## src/rtl/tfcc_pkg.sv

```systemverilog
// ----------------------------------------------------------------------------
// tfcc_pkg
// Types and constants for the tracking frame CRC checker: frame word
// positions, CRC-16 polynomial and start value, marker nibbles.
// ----------------------------------------------------------------------------
`timescale 1ns / 1ps
`default_nettype none

package tfcc_pkg;

  typedef logic [3:0]  word_idx_t;
  typedef logic [15:0] word_t;
  typedef logic [3:0]  nibble_t;

  // reflected CRC-16, LSB first, no final xor
  localparam word_t CRC_POLY = 16'h8408;
  localparam word_t CRC_INIT = 16'hFFFF;

  // word positions within a frame
  localparam word_idx_t IDX_BC        = 4'd0;
  localparam word_idx_t IDX_EC        = 4'd1;
  localparam word_idx_t IDX_CHIP      = 4'd2;
  localparam word_idx_t IDX_HIGH_LAST = 4'd6;
  localparam word_idx_t IDX_CRC       = 4'd11;

  // header marker nibbles
  localparam nibble_t MARK_BC   = 4'hA;
  localparam nibble_t MARK_EC   = 4'hC;
  localparam nibble_t MARK_CHIP = 4'hE;

endpackage

`default_nettype wire

```

## src/rtl/tfcc_crc_step.sv

```systemverilog
// ----------------------------------------------------------------------------
// tfcc_crc_step
// One full 16-bit word step of the reflected CRC-16, unrolled to a
// single xor network.
// ----------------------------------------------------------------------------
`timescale 1ns / 1ps
`default_nettype none

module tfcc_crc_step (
  input  wire tfcc_pkg::word_t crc_in,
  input  wire tfcc_pkg::word_t data,
  output tfcc_pkg::word_t      crc_out
);

  tfcc_pkg::word_t crc_work;

  // sixteen bit steps, data LSB first
  always_comb begin
    crc_work = crc_in;
    for (int k = 0; k < 16; k++) begin
      if (crc_work[0] ^ data[k]) begin
        crc_work = (crc_work >> 1) ^ tfcc_pkg::CRC_POLY;
      end else begin
        crc_work = crc_work >> 1;
      end
    end
    crc_out = crc_work;
  end

endmodule

`default_nettype wire

```

## config.mk

```make
export PLATFORM = sky130hd
export DESIGN_NAME = tfcc_crc_step
export DESIGN_NICKNAME = d
export VERILOG_FILES = /design/src/rtl/tfcc_pkg.sv /design/src/rtl/tfcc_crc_step.sv
export SDC_FILE = /design/constraint.sdc
export NUM_CORES = 1
export LEC_CHECK = 0
export BUFFER_PORTS_ARGS = -buffer_cell sky130_fd_sc_hd__buf_4
export CORE_MARGIN = 5
export CORE_UTILIZATION = 25
export DETAILED_ROUTE_END_ITERATION = 12
export PLACE_DENSITY_LB_ADDON = 0.2
export SYNTH_ARGS = -nofsm -noshare
export SYNTH_HDL_FRONTEND = slang
export SYNTH_SLANG_ARGS = --single-unit
```

## constraint.sdc

```tcl
create_clock -name vclk -period 1.4
set_input_delay 0 -clock vclk [all_inputs]
set_output_delay 0 -clock vclk [all_outputs]
set_load 0.02 [all_outputs]
```

# == After elaboration in Yosys (flattened, before gate mapping) ==
# Index checks and enable logic that the tools add are counted.
# word_totals
in_bits,32
latchBits,0
ram_bits,0
mem_bits_ro,0
register_bits,0
elab_cells,48
mem_count,0
output_inout_bits,16
# classes
multipliers,0
n_shift,0
muxes,16
addsub,0
bitwise,32
eq_ne,0
n_div,0
order_cmp,0
n_reduce_logical,0
# ops
op,count
$mux 16,16
$not 2->3,16
$xor 1x1->1,16

# == Depth between registers and ports, before layout ==
# logic_depth
ltp_word,32
depth_mapped,4
mapped_depth_nobuf,4

# == Least setup slack after synthesis ==
# OpenSTA, ideal clock, no wires.
# synth_path
path_type,input to output
from,input data[2]
to,output crc_out[9]
t_required_ns,1.400
n_path_buf,0
arrival_ns,1.485
path_stages,4
slack_ns,-0.085
path_cell_list,xnor2_2 -> xor3_2 -> xnor2_2 -> xor2_1
# synth_via
elab_chain_len,18
# synth_lines
item,line,text
start: declaration,tfcc_crc_step.sv:11,"input wire tfcc_pkg::word_t data,"
$xor 1x1->1,tfcc_crc_step.sv:21,if (crc_work[0] ^ data[k]) begin
$mux 16 (4 in a row),tfcc_crc_step.sv:21,
$xor 1x1->1,tfcc_crc_step.sv:21,
$mux 16 (4 in a row),tfcc_crc_step.sv:21,
$xor 1x1->1,tfcc_crc_step.sv:21,
$mux 16 (4 in a row),tfcc_crc_step.sv:21,
$xor 1x1->1,tfcc_crc_step.sv:21,
$mux 16 (2 in a row),tfcc_crc_step.sv:21,
end: declaration,tfcc_crc_step.sv:12,output tfcc_pkg::word_t crc_out
# No other way between the ends.

# == Final worst setup path ==
# layout_path
from,input data[11]
to,output crc_out[6]
# layout_via
elab_chain_len,6
# layout_lines
item,line
$xor 1x1->1,tfcc_crc_step.sv:21
$mux 16 (5 in a row),tfcc_crc_step.sv:21
# No other way between the ends.

==> flow_metrics.tcl <==
set metrics [dict create \
    post_synth.cell_area_avg_sq_um 11.98 \
    num_io_pins 48 \
    post_drt_wl_per_cell_um 10.79 \
    wirelength_routed_mm 1.565 \
    instances_no_fill 145 \
    filler_cell_count 255 \
    run_status "complete, no violations" \
    fmax_mhz 763.3 \
    drt-initial-drc-count 6 \
    grt_pass1_wl_mm 2.346 \
    power_per_cell_area_mw_per_mm2 1464 \
    ys_seq_area_share_pct 0 \
    final_hold_viol_count 0 \
    worstPathMaxFanout 3 \
    report.final.setup_viol 0 \
    maximum_number_of_pins_on_one_net_before_global_route_repair 5 \
    timing.max_slew.rel_slack_pct 72.28 \
    element_type_at_the_critical_path_start "primary input" \
    effective_utilization_at_floorplan_pct 25.62 \
    remaining_drc_errors 0 \
    final_antenna_net_count 0 \
    critical-path-slowest-cell "sky130_fd_sc_hd__xnor3_2" \
    peakVddDrop_mv 0.8680 \
    number_of_antenna_violations_at_the_first_check_in_global_routing 0 \
    gp_congestion 0.6956 \
    area.growth.synth_to_final_pct 88.55 \
    synth_area_leader_cell "sky130_fd_sc_hd__xnor2_1" \
    global_route.usage.total_pct 8.189 \
    dp.cells 144 \
    drv_slew 0 \
    mostFrequentLayoutCell "sky130_fd_sc_hd__buf_4" \
    crit_required_ns 1.40 \
    worstPathCellList "buf_4, xnor2_1, xnor3_2, xnor2_4, xnor2_1, buf_4" \
    post_synth_net_total 84 \
    nNetsFinal 149 \
    synth_area_leaders "sky130_fd_sc_hd__xnor2_1 (41%), sky130_fd_sc_hd__xnor2_2 (26%), sky130_fd_sc_hd__xor2_1 (9.8%)" \
    num_vias 560 \
    placement_rows 18 \
    static-leakage-power_nw 0.5721 \
    hp-start "crc_in[2]" \
    drv_cap 0 \
    critPathCaptureType "primary output" \
    rsz0062_at_grt "false" \
    max_slew.worst_pin.slew_ns 0.4128 \
    min_path_type "in2out" \
    fp.dieH_um 59.93 \
    worst_slack_placed_ns -0.06815 \
    n_sequential_cell 0 \
    num-clock-buffers 0 \
    design.die.area_sq_mm 0.003591 \
    synthesis.yosys.warnings 0 \
    synth_top_area_share_pct 40.76 \
    crit_path_max_incr_delay_ns 0.52 \
    wl_met2_um 924 \
    critPathKind "in2out" \
    met3WireLength_um 152 \
    final_core_util_pct 48.30 \
    first_global_vias 576 \
    floorplan.core_area_sq_mm 0.002432 \
    finalWorstSetupSlack_ns 0.08984 \
    finalCriticalPeriod_ns 1.310 \
    critPathLaunch "data[11]" \
    fraction_of_layout_instances_using_a_drive_strength_above_1_pct 70.43 \
    drt-met1-wl_um 489 \
    seqCellArea_sq_um 0 \
    detail_route.vias_per_cell 3.862 \
    n_antenna_cell 0 \
    portBuffers 48 \
    critical_path_arrival_ns 1.31 \
    top_layer_used "met3" \
    multi_input_comb_area_sq_um 664.4 \
    yosysUniqueCellTypes 7 \
    synthesized_netlist_cell_count 52 \
    most-common-layout-cells "sky130_fd_sc_hd__buf_4 (63), sky130_fd_sc_hd__xnor2_1 (27), sky130_fd_sc_hd__xnor2_2 (11)" \
    min_period_over_period_pct 93.58 \
    syn_area_sq_um 623.1 \
    globalRoute.totalOverflow 0 \
    detailedRoute.firstPassIterationCount 2 \
    die-width_um 59.93 \
    timing.hold.ws_ns 0.5552 \
]
through the flow:
step / TNS [ns] / power [mW] / area (sq um)
floorplan: -0.004130 / 1.039 / 645.6
global placement: -0.09796 / 1.697 / 1149
detailed placement: -0.1260 / 1.714 / 1149
CTS: 0 / 1.740 / 1160
global route: 0 / 1.819 / 1175
finish: 0 / 1.720 / 1175
cell usage after synthesis:
library cell and n:
sky130_fd_sc_hd__xor2_1 7, sky130_fd_sc_hd__xnor2_4 1, sky130_fd_sc_hd__xnor3_2 2, sky130_fd_sc_hd__xnor2_1 29, sky130_fd_sc_hd__xnor3_1 2, sky130_fd_sc_hd__xnor2_2 10
sky130_fd_sc_hd__xor3_2 1
area by class of cell:
cell class,instances,area share [%]
tap,30,3.195
timing repair buffer,63,40.26
multi-input combinational,52,56.55
logic make-up (layout without fill, tap and decap cells):
logic type | Yosys count | count (layout) | share of synthesized area, %
xor+xnor | 52 | 52 | 100.0
buf+inv | 0 | 63 | 0
critical path: cells and delay by family:
kind,cells,cell delay [ns]
buffers and inverters,2,0.27
xor gates and xnor gates,4,1.04
worst paths after layout:
kind / slack [ns] / endpoint / cells after the start
max: 0.09 / crc_out[6] / 6
min: 0.56 / crc_out[13] / 5
where the power goes:
part	switching [mW]	leakage (nW)	internal, mW
clock network	0	0	0
logic	0.831	0.572	0.888
registers	0	0	0
total	0.831	0.572	0.888
per-layer routing:
metal | up-vias | track usage (%)
li1 | 286 | -
met1 | 251 | 8.583
met2 | 23 | 18.21
met3 | 0 | 0.2160
met4 | 0 | 0
met5 | - | 0
timing repair:
action | in CTS | in global routing
gates resized for setup | 1 | 1
buffers inserted | 0 | 1
pin swaps | 1 | 1
endpoints found under the setup margin | 2 | 2
hold buffers | 0 | 0
endpoints found under the hold margin | 0 | 0
Power figures use the tool's default switching activity.
